### config.mk
export PLATFORM = sky130hd
export DESIGN_NAME = windowed_event_rate_alarm_flat
export DESIGN_NICKNAME = d
export VERILOG_FILES = /design/src/rtl/core/wera_pkg.sv /design/src/rtl/core/wera_in_if.sv /design/src/rtl/core/wera_out_if.sv /design/src/rtl/core/wera_stamp_conv.sv /design/src/rtl/core/windowed_event_rate_alarm.sv /design/src/flat_wrapper.sv
export VERILOG_INCLUDE_DIRS = /design/src /design/src/rtl/core
export SDC_FILE = /design/constraint.sdc
export NUM_CORES = 1
export LEC_CHECK = 0
export ABC_AREA = 0
export BUFFER_PORTS_ARGS = -buffer_cell sky130_fd_sc_hd__buf_2
export CAP_MARGIN = 20
export CORE_MARGIN = 1.5
export CORE_UTILIZATION = 60
export DETAILED_ROUTE_END_ITERATION = 8
export HOLD_SLACK_MARGIN = 0.12
export PLACE_DENSITY = 0.77
export SETUP_SLACK_MARGIN = 0.3
export SYNTH_ARGS = -nofsm -noshare
export SYNTH_HDL_FRONTEND = slang
export SYNTH_SLANG_ARGS = --single-unit
### constraint.sdc
create_clock -name clk -period 5.9 [get_ports clk]
set_input_delay 0.885 -clock clk [delete_from_list [all_inputs] [get_ports clk]]
set_output_delay 0.885 -clock clk [all_outputs]
set_load 0.03 [all_outputs]
### src/rtl/core/assert_macros.svh
// Assertion macros for the event rate alarm RTL.
// Expects clk and rst_n in the scope of use; no other dependencies.
`ifndef ASSERT_MACROS_SVH
`define ASSERT_MACROS_SVH

// consequent holds in the same cycle as the antecedent
`define WERA_ASSERT_IMPLY(lbl, ante, cons, msg) \
  lbl: assert property (@(posedge clk) disable iff (!rst_n) (ante) |-> (cons)) \
    else $error(msg);

// consequent holds in the cycle after the antecedent
`define WERA_ASSERT_NEXT(lbl, ante, cons, msg) \
  lbl: assert property (@(posedge clk) disable iff (!rst_n) (ante) |=> (cons)) \
    else $error(msg);

`endif

### src/rtl/core/wera_pkg.sv
// Shared widths, codes, stamp type and month table for the event rate alarm.
// No dependencies.
package wera_pkg;

  localparam int MONTH_W   = 4;
  localparam int DAY_W     = 5;
  localparam int HOUR_W    = 5;
  localparam int MIN_W     = 6;
  localparam int SEC_W     = 6;
  localparam int TIME_W    = 25;
  localparam int THR_W     = 5;
  localparam int DOY_W     = 9;
  localparam int CFG_IDX_W = 1;

  localparam int HOURS_PER_DAY = 24;
  localparam int SECS_PER_MIN  = 60;

  localparam logic [TIME_W-1:0] WINDOW_RST = 25'd60;
  localparam logic [THR_W-1:0]  THR_RST    = 5'd1;

  typedef enum logic [CFG_IDX_W-1:0] {
    CFG_WINDOW    = 1'b0,
    CFG_THRESHOLD = 1'b1
  } cfg_reg_t;

  typedef struct packed {
    logic [MONTH_W-1:0] month;
    logic [DAY_W-1:0]   day_of_month;
    logic [HOUR_W-1:0]  hour;
    logic [MIN_W-1:0]   minute;
    logic [SEC_W-1:0]   second;
  } stamp_t;

  // cumulative leap-year day count at the start of each month
  function automatic logic [DOY_W-1:0] month_start(input logic [MONTH_W-1:0] m);
    logic [DOY_W-1:0] d;
    unique case (m)
      4'd2:    d = 9'd31;
      4'd3:    d = 9'd60;
      4'd4:    d = 9'd91;
      4'd5:    d = 9'd121;
      4'd6:    d = 9'd152;
      4'd7:    d = 9'd182;
      4'd8:    d = 9'd213;
      4'd9:    d = 9'd244;
      4'd10:   d = 9'd274;
      4'd11:   d = 9'd305;
      4'd12:   d = 9'd335;
      default: d = 9'd0;
    endcase
    return d;
  endfunction

endpackage

### src/rtl/core/wera_in_if.sv
// Event stamp input channel: valid/ready handshake with the stamp fields.
// Depends on wera_pkg.
interface wera_in_if import wera_pkg::*; ();
  logic               valid;
  logic               ready;
  logic [MONTH_W-1:0] month;
  logic [DAY_W-1:0]   day_of_month;
  logic [HOUR_W-1:0]  hour;
  logic [MIN_W-1:0]   minute;
  logic [SEC_W-1:0]   second;

  modport source (output valid, month, day_of_month, hour, minute, second, input ready);
  modport sink   (input valid, month, day_of_month, hour, minute, second, output ready);
endinterface

### src/rtl/core/wera_out_if.sv
// Result channel: valid/ready handshake with event time and alarm flags.
// Depends on wera_pkg.
interface wera_out_if import wera_pkg::*; ();
  logic              valid;
  logic              ready;
  logic [TIME_W-1:0] event_time;
  logic              alarm;
  logic              first_alarm;

  modport source (output valid, event_time, alarm, first_alarm, input ready);
  modport sink   (input valid, event_time, alarm, first_alarm, output ready);
endinterface

### src/rtl/core/wera_stamp_conv.sv
// Multi-cycle stamp to seconds converter: day of year, then hours, minutes, seconds.
// Depends on wera_pkg.
module wera_stamp_conv import wera_pkg::*; (
  input  logic              clk,
  input  logic              rst_n,
  input  logic              start,
  input  stamp_t            stamp,
  output logic              done,
  output logic [TIME_W-1:0] seconds
);

  logic [2:0]        step_r;
  logic [2:0]        step_nxt;
  logic              done_r;
  logic [TIME_W-1:0] acc_r;
  logic [TIME_W-1:0] acc_nxt;
  logic [HOUR_W-1:0] hour_r;
  logic [MIN_W-1:0]  min_r;
  logic [SEC_W-1:0]  sec_r;
  logic [TIME_W-1:0] mul;
  logic [TIME_W-1:0] add;

  always_comb begin
    mul      = step_r[0] ? TIME_W'(HOURS_PER_DAY) : TIME_W'(SECS_PER_MIN);
    add      = step_r[0] ? TIME_W'(hour_r) : (step_r[1] ? TIME_W'(min_r) : TIME_W'(sec_r));
    acc_nxt  = TIME_W'(acc_r * mul + add);
    step_nxt = start ? 3'b001 : {step_r[1:0], 1'b0};
  end

  always_ff @(posedge clk) begin
    if (!rst_n) begin
      step_r <= '0;
      done_r <= 1'b0;
    end else begin
      step_r <= step_nxt;
      done_r <= step_r[2];
    end
  end

  always_ff @(posedge clk) begin
    if (start) begin
      acc_r  <= TIME_W'(month_start(stamp.month)) + TIME_W'(stamp.day_of_month);
      hour_r <= stamp.hour;
      min_r  <= stamp.minute;
      sec_r  <= stamp.second;
    end else if (|step_r) begin
      acc_r <= acc_nxt;
    end
  end

  assign done    = done_r;
  assign seconds = acc_r;

endmodule

### src/rtl/core/windowed_event_rate_alarm.sv
// Top level of the sliding-window event rate alarm: ring memory, scan sequencer, config.
// Depends on wera_pkg, wera_in_if, wera_out_if, wera_stamp_conv, assert_macros.svh.
//
//   channel  | dir | handshake       | payload
//   in_ch    | in  | valid / ready   | month, day_of_month, hour, minute, second
//   out_ch   | out | valid / ready   | event_time, alarm, first_alarm
//   cfg_*    | in  | cfg_we          | cfg_idx, cfg_wdata
//
// An item is accepted, its stamp converted, then the scan does one ring read per earlier
// stamp, need = min(threshold, MAX_THRESHOLD) - 1, drains and compares, and the item is
// written back. With nothing to compare (threshold of one or less, or too few stored
// stamps) the scan reads nothing and goes straight to write-back.
// Reset is synchronous; no clearing pass is needed.
// A held result stalls the write-back state; no new item is taken until it completes.
`include "assert_macros.svh"

module windowed_event_rate_alarm import wera_pkg::*; #(
  parameter int MAX_THRESHOLD = 16
) (
  input  logic                 clk,
  input  logic                 rst_n,
  input  logic                 cfg_we,
  input  logic [CFG_IDX_W-1:0] cfg_idx,
  input  logic [TIME_W-1:0]    cfg_wdata,
  wera_in_if.sink              in_ch,
  wera_out_if.source           out_ch
);

  localparam int AW = (MAX_THRESHOLD > 1) ? $clog2(MAX_THRESHOLD) : 1;
  localparam int FW = $clog2(MAX_THRESHOLD + 1);
  localparam int TW = (FW > THR_W) ? FW : THR_W;
  localparam int CW = TIME_W + 1;
  localparam logic [AW-1:0] LAST_IDX = AW'(MAX_THRESHOLD - 1);

  typedef enum logic [3:0] {
    S_IDLE = 4'b0001,
    S_CONV = 4'b0010,
    S_SCAN = 4'b0100,
    S_WR   = 4'b1000
  } state_t;

  state_t            state_r, state_nxt;
  logic [TIME_W-1:0] window_r;
  logic [THR_W-1:0]  thr_r;
  logic [AW-1:0]     head_r, head_nxt;
  logic [FW-1:0]     fill_r, fill_nxt;
  logic              seen_r, seen_nxt;
  logic [TW-1:0]     rd_cnt_r, rd_cnt_nxt;
  logic [AW-1:0]     rd_idx_r, rd_idx_nxt;
  logic              rd_vld_r, rd_vld_nxt;
  logic              ok_r, ok_nxt;
  logic              out_valid_r, out_valid_nxt;
  logic [TIME_W-1:0] rd_data_r;
  logic [TIME_W-1:0] out_time_r;
  logic              out_alarm_r;
  logic              out_first_r;
  logic [TIME_W-1:0] ring_mem [MAX_THRESHOLD];

  stamp_t            in_stamp;
  logic              in_acc;
  logic              conv_done;
  logic [TIME_W-1:0] conv_secs;
  logic [TW-1:0]     thr_ext, max_ext, thr_sat, need;
  logic              need_ok;
  logic              out_free;
  logic              rd_en;
  logic              wr_en;
  logic              stamp_late;

  assign in_stamp = '{month: in_ch.month, day_of_month: in_ch.day_of_month,
                      hour: in_ch.hour, minute: in_ch.minute, second: in_ch.second};
  assign in_ch.ready = (state_r == S_IDLE);
  assign in_acc      = in_ch.valid && in_ch.ready;

  wera_stamp_conv u_conv (
    .clk     (clk),
    .rst_n   (rst_n),
    .start   (in_acc),
    .stamp   (in_stamp),
    .done    (conv_done),
    .seconds (conv_secs)
  );

  assign thr_ext    = TW'(thr_r);
  assign max_ext    = TW'(MAX_THRESHOLD);
  assign thr_sat    = (thr_ext > max_ext) ? max_ext : thr_ext;
  assign need       = (thr_sat == '0) ? '0 : thr_sat - TW'(1);
  assign need_ok    = need <= TW'(fill_r);
  assign out_free   = !out_valid_r || out_ch.ready;
  assign stamp_late = (CW'(rd_data_r) + CW'(window_r)) <= CW'(conv_secs);

  always_comb begin
    state_nxt     = state_r;
    head_nxt      = head_r;
    fill_nxt      = fill_r;
    seen_nxt      = seen_r;
    rd_cnt_nxt    = rd_cnt_r;
    rd_idx_nxt    = rd_idx_r;
    rd_vld_nxt    = rd_vld_r;
    ok_nxt        = ok_r;
    out_valid_nxt = out_valid_r && !out_ch.ready;
    rd_en         = 1'b0;
    wr_en         = 1'b0;
    unique case (state_r)
      S_IDLE: begin
        if (in_ch.valid) state_nxt = S_CONV;
      end
      S_CONV: begin
        if (conv_done) begin
          state_nxt  = S_SCAN;
          rd_cnt_nxt = need_ok ? need : '0;
          ok_nxt     = need_ok;
          rd_idx_nxt = (head_r == '0) ? LAST_IDX : head_r - AW'(1);
          rd_vld_nxt = 1'b0;
        end
      end
      S_SCAN: begin
        rd_en = (rd_cnt_r != '0);
        if (rd_en) begin
          rd_idx_nxt = (rd_idx_r == '0) ? LAST_IDX : rd_idx_r - AW'(1);
          rd_cnt_nxt = rd_cnt_r - TW'(1);
        end
        rd_vld_nxt = rd_en;
        if (rd_vld_r && stamp_late) ok_nxt = 1'b0;
        if (!rd_en && !rd_vld_r) state_nxt = S_WR;
      end
      S_WR: begin
        if (out_free) begin
          wr_en         = 1'b1;
          head_nxt      = (head_r == LAST_IDX) ? '0 : head_r + AW'(1);
          fill_nxt      = (fill_r < FW'(MAX_THRESHOLD)) ? fill_r + FW'(1) : fill_r;
          seen_nxt      = seen_r || ok_r;
          out_valid_nxt = 1'b1;
          state_nxt     = S_IDLE;
        end
      end
      default: begin
        state_nxt = S_IDLE;
      end
    endcase
  end

  always_ff @(posedge clk) begin
    if (!rst_n) begin
      state_r     <= S_IDLE;
      window_r    <= WINDOW_RST;
      thr_r       <= THR_RST;
      head_r      <= '0;
      fill_r      <= '0;
      seen_r      <= 1'b0;
      rd_cnt_r    <= '0;
      rd_idx_r    <= '0;
      rd_vld_r    <= 1'b0;
      ok_r        <= 1'b0;
      out_valid_r <= 1'b0;
    end else begin
      state_r     <= state_nxt;
      head_r      <= head_nxt;
      fill_r      <= fill_nxt;
      seen_r      <= seen_nxt;
      rd_cnt_r    <= rd_cnt_nxt;
      rd_idx_r    <= rd_idx_nxt;
      rd_vld_r    <= rd_vld_nxt;
      ok_r        <= ok_nxt;
      out_valid_r <= out_valid_nxt;
      if (cfg_we) begin
        unique case (cfg_reg_t'(cfg_idx))
          CFG_WINDOW:    window_r <= cfg_wdata;
          CFG_THRESHOLD: thr_r    <= cfg_wdata[THR_W-1:0];
        endcase
      end
    end
  end

  always_ff @(posedge clk) begin
    if (wr_en) ring_mem[head_r] <= conv_secs;
    if (rd_en) rd_data_r <= ring_mem[rd_idx_r];
  end

  always_ff @(posedge clk) begin
    if (wr_en) begin
      out_time_r  <= conv_secs;
      out_alarm_r <= ok_r;
      out_first_r <= ok_r && !seen_r;
    end
  end

  assign out_ch.valid       = out_valid_r;
  assign out_ch.event_time  = out_time_r;
  assign out_ch.alarm       = out_alarm_r;
  assign out_ch.first_alarm = out_first_r;

  `WERA_ASSERT_IMPLY(a_first_alarm, out_valid_r && out_first_r, out_alarm_r, "lone first alarm")
  `WERA_ASSERT_IMPLY(a_fill_bound, 1'b1, fill_r <= FW'(MAX_THRESHOLD), "ring fill beyond depth")
  `WERA_ASSERT_NEXT(a_accept_to_conv, in_acc, state_r == S_CONV, "accepted item not converting")
  `WERA_ASSERT_NEXT(a_head_advances, wr_en, head_r != $past(head_r), "ring head stuck on write")

endmodule
### src/flat_wrapper.sv
// flat-port wrapper written by rule: the top's interface ports become plain ports
module windowed_event_rate_alarm_flat import wera_pkg::*;
#(
  parameter int MAX_THRESHOLD = 16
)
  (clk, rst_n, cfg_we, cfg_idx, cfg_wdata, in_ch_valid, in_ch_month, in_ch_day_of_month, in_ch_hour, in_ch_minute, in_ch_second, in_ch_ready, out_ch_valid, out_ch_event_time, out_ch_alarm, out_ch_first_alarm, out_ch_ready);
  wera_in_if in_ch_i ();
  wera_out_if out_ch_i ();
  input  logic clk;
  input  logic rst_n;
  input  logic cfg_we;
  input  logic [CFG_IDX_W-1:0] cfg_idx;
  input  logic [TIME_W-1:0] cfg_wdata;
  input wire logic [$bits(in_ch_i.valid)-1:0] in_ch_valid;
  input wire logic [$bits(in_ch_i.month)-1:0] in_ch_month;
  input wire logic [$bits(in_ch_i.day_of_month)-1:0] in_ch_day_of_month;
  input wire logic [$bits(in_ch_i.hour)-1:0] in_ch_hour;
  input wire logic [$bits(in_ch_i.minute)-1:0] in_ch_minute;
  input wire logic [$bits(in_ch_i.second)-1:0] in_ch_second;
  output wire logic [$bits(in_ch_i.ready)-1:0] in_ch_ready;
  output wire logic [$bits(out_ch_i.valid)-1:0] out_ch_valid;
  output wire logic [$bits(out_ch_i.event_time)-1:0] out_ch_event_time;
  output wire logic [$bits(out_ch_i.alarm)-1:0] out_ch_alarm;
  output wire logic [$bits(out_ch_i.first_alarm)-1:0] out_ch_first_alarm;
  input wire logic [$bits(out_ch_i.ready)-1:0] out_ch_ready;
  assign in_ch_i.valid = in_ch_valid;
  assign in_ch_i.month = in_ch_month;
  assign in_ch_i.day_of_month = in_ch_day_of_month;
  assign in_ch_i.hour = in_ch_hour;
  assign in_ch_i.minute = in_ch_minute;
  assign in_ch_i.second = in_ch_second;
  assign in_ch_ready = in_ch_i.ready;
  assign out_ch_valid = out_ch_i.valid;
  assign out_ch_event_time = out_ch_i.event_time;
  assign out_ch_alarm = out_ch_i.alarm;
  assign out_ch_first_alarm = out_ch_i.first_alarm;
  assign out_ch_i.ready = out_ch_ready;
  windowed_event_rate_alarm #(.MAX_THRESHOLD(MAX_THRESHOLD)) u_core (.clk(clk), .rst_n(rst_n), .cfg_we(cfg_we), .cfg_idx(cfg_idx), .cfg_wdata(cfg_wdata), .in_ch(in_ch_i), .out_ch(out_ch_i));
endmodule
Word-level counts from Yosys, hierarchy flattened
Memories as Yosys holds them, arrays and structs flattened. A register that Yosys moved wholly into a read port is not among the register bits.
Index checks and enable logic that the tools add are counted.

word-level totals
  input bits = 57
  ROM bits = 144
  register bits = 129
  memory bits (writable) = 400
  memories kept = 2

memory list
  name              depth  width  read ports  clocked after Yosys merged registers in  write ports  line                             RTL
  u_core.ring_mem   16     25     1           1                                        1            windowed_event_rate_alarm.sv:57  logic [TIME_W-1:0] ring_mem [MAX_THRESHOLD];
  (name not given)  16     9      1           0                                        0            wera_pkg.sv:37                   unique case (m)

cells by class
  order comparisons = 4
  equal/unequal tests = 11
  add/sub/neg operators = 9
  multipliers = 1
  bitwise logic cells = 2
  reductions and logical operators = 28
  mux-type cells = 36

operator list
  operator               count
  $mux W25               2
  $mux W4                9
  $add A25 B25 Y26       1
  $le A26 B25 Y1         1
  $add A25 B6 Y25        1
  $mul A25 B25 Y25       1
  $mux W5                5
  $mux W6                3
  $pmux W4 S4            1
  $mux W1                11
  $add A9 B5 Y10         1
  $pmux W5 S2            1
  $sub A5 B1 Y5 const B  2
  $mux W9                1
  $reduce_and A3 Y1      3
  $eq A4 B4 Y1 const B   2
  $logic_not A4 Y1       2
  $ne A2 B1 Y1 const B   4
  $pmux W4 S2            1
  $reduce_and A2 Y1      4
  $sub A4 B1 Y4 const B  2
  $add A5 B1 Y5 const B  1
  $gt A5 B5 Y1 const B   1
  $le A5 B5 Y1           1
  17 further kinds       30

Depth between registers and ports, before layout
  depth in word-level cells = 8
  gate-level depth with buffers = 19
  gate-level depth less buffers = 18

Hierarchy
A second synthesis with hierarchy kept.

unflattened totals
  cell total of the unflattened synthesis = 1734
  area total of the unflattened synthesis = 25978.7 µm²

by module, submodules not included
  module                     seq. area each (µm²)  area each (µm²)  times used  cells an instance
  windowed_event_rate_alarm  14694.1               21166.6          1           1250
  wera_stamp_conv            1341.3                4812.1           1           484

Worst setup path after synthesis
Ideal clock, no wire load.

  kind = register to register
  from = register u_core.u_conv.step_r[0]
  to = register u_core.u_conv.acc_r[21], in the netlist u_core.u_conv.seconds[21], data pin
  path slack = 1.211 ns
  stages on the path, launching flop included = 20
  library setup time = 0.261 ns
  data arrival time = 4.427 ns
  clock period less this slack = 4.689 ns
  cell sequence = dfxtp_1 > clkbuf_1 > clkbuf_1 > nor2b_1 > fa_1 > inv_1 > fa_1 > inv_1 > ha_1 > inv_1 > fa_1 > inv_1 > ha_1 > a21o_1 > a41oi_1 > a31oi_2 > a31oi_1 > a21oi_1 > a31oi_1 > mux2i_1

between the ends
  word-level cells in the longest chain between the ends = 5
  elaborated cells between the ends (all ways) = 6
  classes of those cells = 1 x add/sub; 1 x mul; 4 x mux

ends and longest elaborated chain
  item                    line                   RTL
  from (decl)             wera_stamp_conv.sv:12  logic [2:0] step_r;
  from (signal assigned)  wera_stamp_conv.sv:35  step_r <= step_nxt;
  $mux W6                 wera_stamp_conv.sv:24  mul = step_r[0] ? TIME_W'(HOURS_PER_DAY) : TIME_W'(SECS_PER_MIN);
  $mul A25 B25 Y25        wera_stamp_conv.sv:26  acc_nxt = TIME_W'(acc_r * mul + add);
  $add A25 B6 Y25 *       wera_stamp_conv.sv:26
  $mux W25 *              wera_stamp_conv.sv:46  end else if (|step_r) begin
  $mux W25 *              wera_stamp_conv.sv:41  if (start) begin
  to (signal assigned)    wera_stamp_conv.sv:42  acc_r <= TIME_W'(month_start(stamp.month)) + TIME_W'(stamp.day_of_month);
  to (signal assigned)    wera_stamp_conv.sv:47  acc_r <= acc_nxt;
  to (decl)               wera_stamp_conv.sv:15  logic [TIME_W-1:0] acc_r;

Mark *: on every way between the ends. The rest lies on a longest branch, timed or not. The select of a mux whose other input is x is not followed.
A chain may end at the register's enable or synchronous reset.

Final worst setup path
  from = register u_core.u_conv.acc_r[1], in the netlist u_core.u_conv.seconds[1]
  to = register u_core.u_conv.acc_r[21], in the netlist u_core.u_conv.seconds[21], data pin

between the ends
  word-level cells in the longest chain between the ends = 4

ends and longest elaborated chain
  item              line
  $mul A25 B25 Y25  wera_stamp_conv.sv:26
  $add A25 B6 Y25   wera_stamp_conv.sv:26
  $mux W25          wera_stamp_conv.sv:46
  $mux W25          wera_stamp_conv.sv:41

Every way passes these cells. The select of a mux whose other input is x is not followed.

==> metrics.md <==
| Metric | Value |
|---|---|
| Crit path cell chain | `fa_1 -> inv_1 -> fa_1 -> inv_1 -> ha_1 -> inv_1 -> fa_1 -> inv_1 -> ha_1 -> a21o_1 -> a41oi_1 -> a31oi_2 -> a31oi_1 -> a21oi_1 -> a31oi_1 -> mux2i_1` |
| Switching power | `6.333 mW` |
| Share of layout cells above drive strength 1 | `20.90%` |
| Chip width | `210.1 um` |
| Die height | `210.1 um` |
| Routed len/inst | `25.83 um` |
| Vias per cell | `6.365` |
| Largest area contributor in the netlist | `edfxtp_1` |
| Most frequent cell after synthesis | `edfxtp_1` |
| Ports | `86` |
| Vias | `14.97k` |
| Max Cap Viol | `0` |
| Clock net sink count | `554` |
| Row count | `75` |
| CP most frequent cell | `inv_1` |
| Synth Instances | `1,643` |
| TritonRoute pass-1 iters | `5` |
| Fmax | `199.4 MHz` |
| RePlAce Congestion | `0.9110` |
| Number of synthesized register bits | `554` |
| Register Area | `16,040 um^2` |
| Initial antenna violation count | `2` |
| Clock buffer depth | `3` |
| WL final | `60.75 mm` |
| DRT iter0 DRCs | `1,503` |
| Crit. Startpoint | `u_core.u_conv.seconds[1]` |
| Crit path kind | `reg -> reg` |
| Switching Share | `37.85%` |
| Worst min path class | `in -> reg` |
| Fin Setup TNS | `0 ns` |
| Internal power | `10.40 mW` |
| Worst-skew pair later-pin latency | `0.61 ns` |
| Yosys top cell area share | `57.65%` |
| Number of routed nets with antenna violations | `0` |
| Buffers added on ports | `85` |
| Root Buffer | `clkbuf_16` |
| Initial Util | `61.07%` |
| Commonest cells in the netlist | `edfxtp_1 (494), ha_1 (138), mux4_2 (125)` |
| Mapped Area | `25,730 um^2` |
| Combinational share of power | `46.4%` |
| CORE AREA | `42,130 um^2` |
| Area delta synth->final | `11.80%` |
| Min cycle time layout | `5.015 ns` |
| Post-CTS setup buffer count | `0` |
| Synth Warn # | `0` |
| R2R Setup Slk | `0.89 ns` |
| Fin Clk Skew | `0.02033 ns` |
| GRT Util Overall | `28.42%` |
| P_leak | `10.20 nW` |
| Diode count | `0` |
| R2r startpoint | `u_core.u_conv.seconds[1]` |
| Mean Syn Cell Area | `15.66 um^2` |
| Hold Violations, Final | `0` |
| Clk pwr share | `20.4%` |
| Number of global-route vias before repair | `15.12k` |
| R2r endpoint | `u_core.u_conv.seconds[21]` |
| Total grt overflow | `0` |
| CTS tree | `done` |
| Die area | `44,140 um^2` |
| Sequential Power Share | `33.1%` |
| Worst vdd ir | `0.6960 mV` |
| Number of CTS-inserted buffers | `55` |
| R2R cell count | `16` |
| Crit Path Max Fanout | `20` |
| Layout Nets | `2,003` |
| Worst Tran Pin Value | `1.129 ns` |
| RSZ-0062 raised after global routing | `false` |
| Async SR Flop Fraction | `0%` |
| Slew Viols, Final | `0` |
| Power Density | `581.6 nW/um^2` |
| Area of the multi-input gates | `9278 um^2` |
| Slowest Stage Delay on Critical Path | `0.66 ns` |
| Post-synth EDFFs | `494` |
| Unique masters post-synth | `78` |
| First-pass GRT wire length | `91.33 mm` |
| # DRC | `0` |
| Fill count | `2,749` |
| Crit path arrival time | `5.48 ns` |
| Startpoint types | `flip-flop` |
| Sequential share of the synthesized area | `62.32%` |
| Worst Path Required | `6.36 ns` |
| Largest net degree at the start of global routing | `66` |
| Slew margin rel. | `24.53%` |
| Post_cts resized | `0` |
| Detailed Place HPWL | `37.78 mm` |
| Status | `finished clean` |
| Synth Flop Type | `edfxtp_1` |
| Synth Net Count | `1,880` |
| Ranking of synthesized cells by area | `edfxtp_1 (58%), mux4_2 (11%), ha_1 (6.7%)` |
| Final setup viols | `0` |
| Final worst path period share | `84.99%` |
| Crit path to | `u_core.u_conv.seconds[21]` |
| Crit end category | `flip-flop` |
| Minimum hold slack | `0.4463 ns` |
| Critical Path Slowest Stage Cell | `edfxtp_1` |
| Hold_buf cts | `0` |
| Reg clk slew, reported paths | `0.07 ns` |
| # H-tree levels | `2` |
## how the worst min path moves through the flow
stage	from	end	slack (ns)	cells past startpoint
finish	in_ch_second[0]	u_core.u_conv.sec_r[0]	0.45	1
global route	in_ch_second[0]	u_core.u_conv.sec_r[0]	0.43	1
CTS	in_ch_minute[1]	u_core.u_conv.min_r[1]	0.41	1
detailed placement	u_core.window_r[15]	u_core.window_r[15]	0.46	2
global placement	u_core.window_r[15]	u_core.window_r[15]	0.45	2
floorplan	u_core.u_conv.step_r[2]	u_core.u_conv.done	0.42	1
## metal layers
layer	track usage, %	share of wire [%]
met4	10.22	3.2
met3	5.140	8.3
met2	45.38	48
met5	0	0.038
met1	39.77	41
## power by group through the flow
stage / combinational (mW) / sequential, mW / clock (mW)
6_report: 7.77 / 5.54 / 3.42
5_1_grt: 8.86 / 5.58 / 3.61
4_1_cts: 7.73 / 5.54 / 3.47
3_5_place_dp: 7.66 / 5.62 / 0
3_3_place_gp: 7.41 / 5.58 / 0
2_1_floorplan: 5.98 / 5.49 / 0
## through the flow
step           std cells  utilization [%]  worst slack (ns)  total power [mW]  area (um^2)
2_1_floorplan       1643                -             1.211             11.47        25730
3_3_place_gp        2242            63.90             1.040             12.99        26920
3_5_place_dp        2246            64.00            0.8762             13.28        26970
4_1_cts             2350            68.20            0.9094             16.74        28740
5_1_grt             2352            68.28            0.5730             18.05        28770
6_report            2352            68.28            0.8854             16.73        28770
## critical path: cells and delay by family, from the launching register on
family | cells | cell delay [ns]
AO/OA/AOI/OAI | 6 | 1.52
adder cells (fa/ha/maj) | 5 | 2.27
buffers and inverters | 4 | 0.19
flip-flops | 1 | 0.66
multiplexers | 1 | 0.22
## cells by family (layout without fill, tap and decap cells)
group / count (synthesis) / after routing / synth area share, %
flip-flops: 554 / 554 / 62.32
AND/OR/NAND/NOR: 344 / 344 / 6.317
buffers and inverters: 123 / 293 / 1.853
AO/OA/AOI/OAI: 249 / 249 / 6.219
adder cells (fa/ha/maj): 180 / 180 / 9.978
XOR/XNOR: 56 / 56 / 1.906
multiplexers: 137 / 137 / 11.41
## registers in the layout (all words and copies together) (netlist names), 6 cells and up
signal / count
u_core.u_conv.sec_r: 6
u_core.u_conv.min_r: 6
u_core.out_ch.event_time: 25
u_core.rd_data_r: 25
u_core.window_r: 25
u_core.ring_mem: 400
u_core.u_conv.seconds: 25
## placed cells by master (no fill, tap or decap), drive strengths merged, types with 6 or more instances in the layout
cell type / synthesis / layout
edfxtp: 494 / 494
ha: 138 / 138
mux4: 125 / 125
buf: 17 / 123
nand2: 111 / 111
nor2: 106 / 106
a21oi: 93 / 93
inv: 66 / 72
clkbuf: 40 / 65
dfxtp: 60 / 60
o21ai: 48 / 48
xnor2: 42 / 42
fa: 42 / 42
a21o: 29 / 29
clkinv: 0 / 25
nand3: 22 / 22
nor3: 21 / 21
nor2b: 15 / 15
nand2b: 14 / 14
o21a: 14 / 14
xor2: 14 / 14
and3: 12 / 12
mux2i: 12 / 12
nand4: 9 / 9
a211oi: 8 / 8
a31oi: 7 / 7
or3: 6 / 6
## area by class of cell
class,instances,share of cell area [%]
clock inverter,39,1.061
clock buffer,65,5.093
timing repair buffer,123,2.618
multi-input combinational,966,32.25
tap,539,2.344
sequential,554,55.77
inverter,66,0.8612
(Power assumes the default switching activity.)
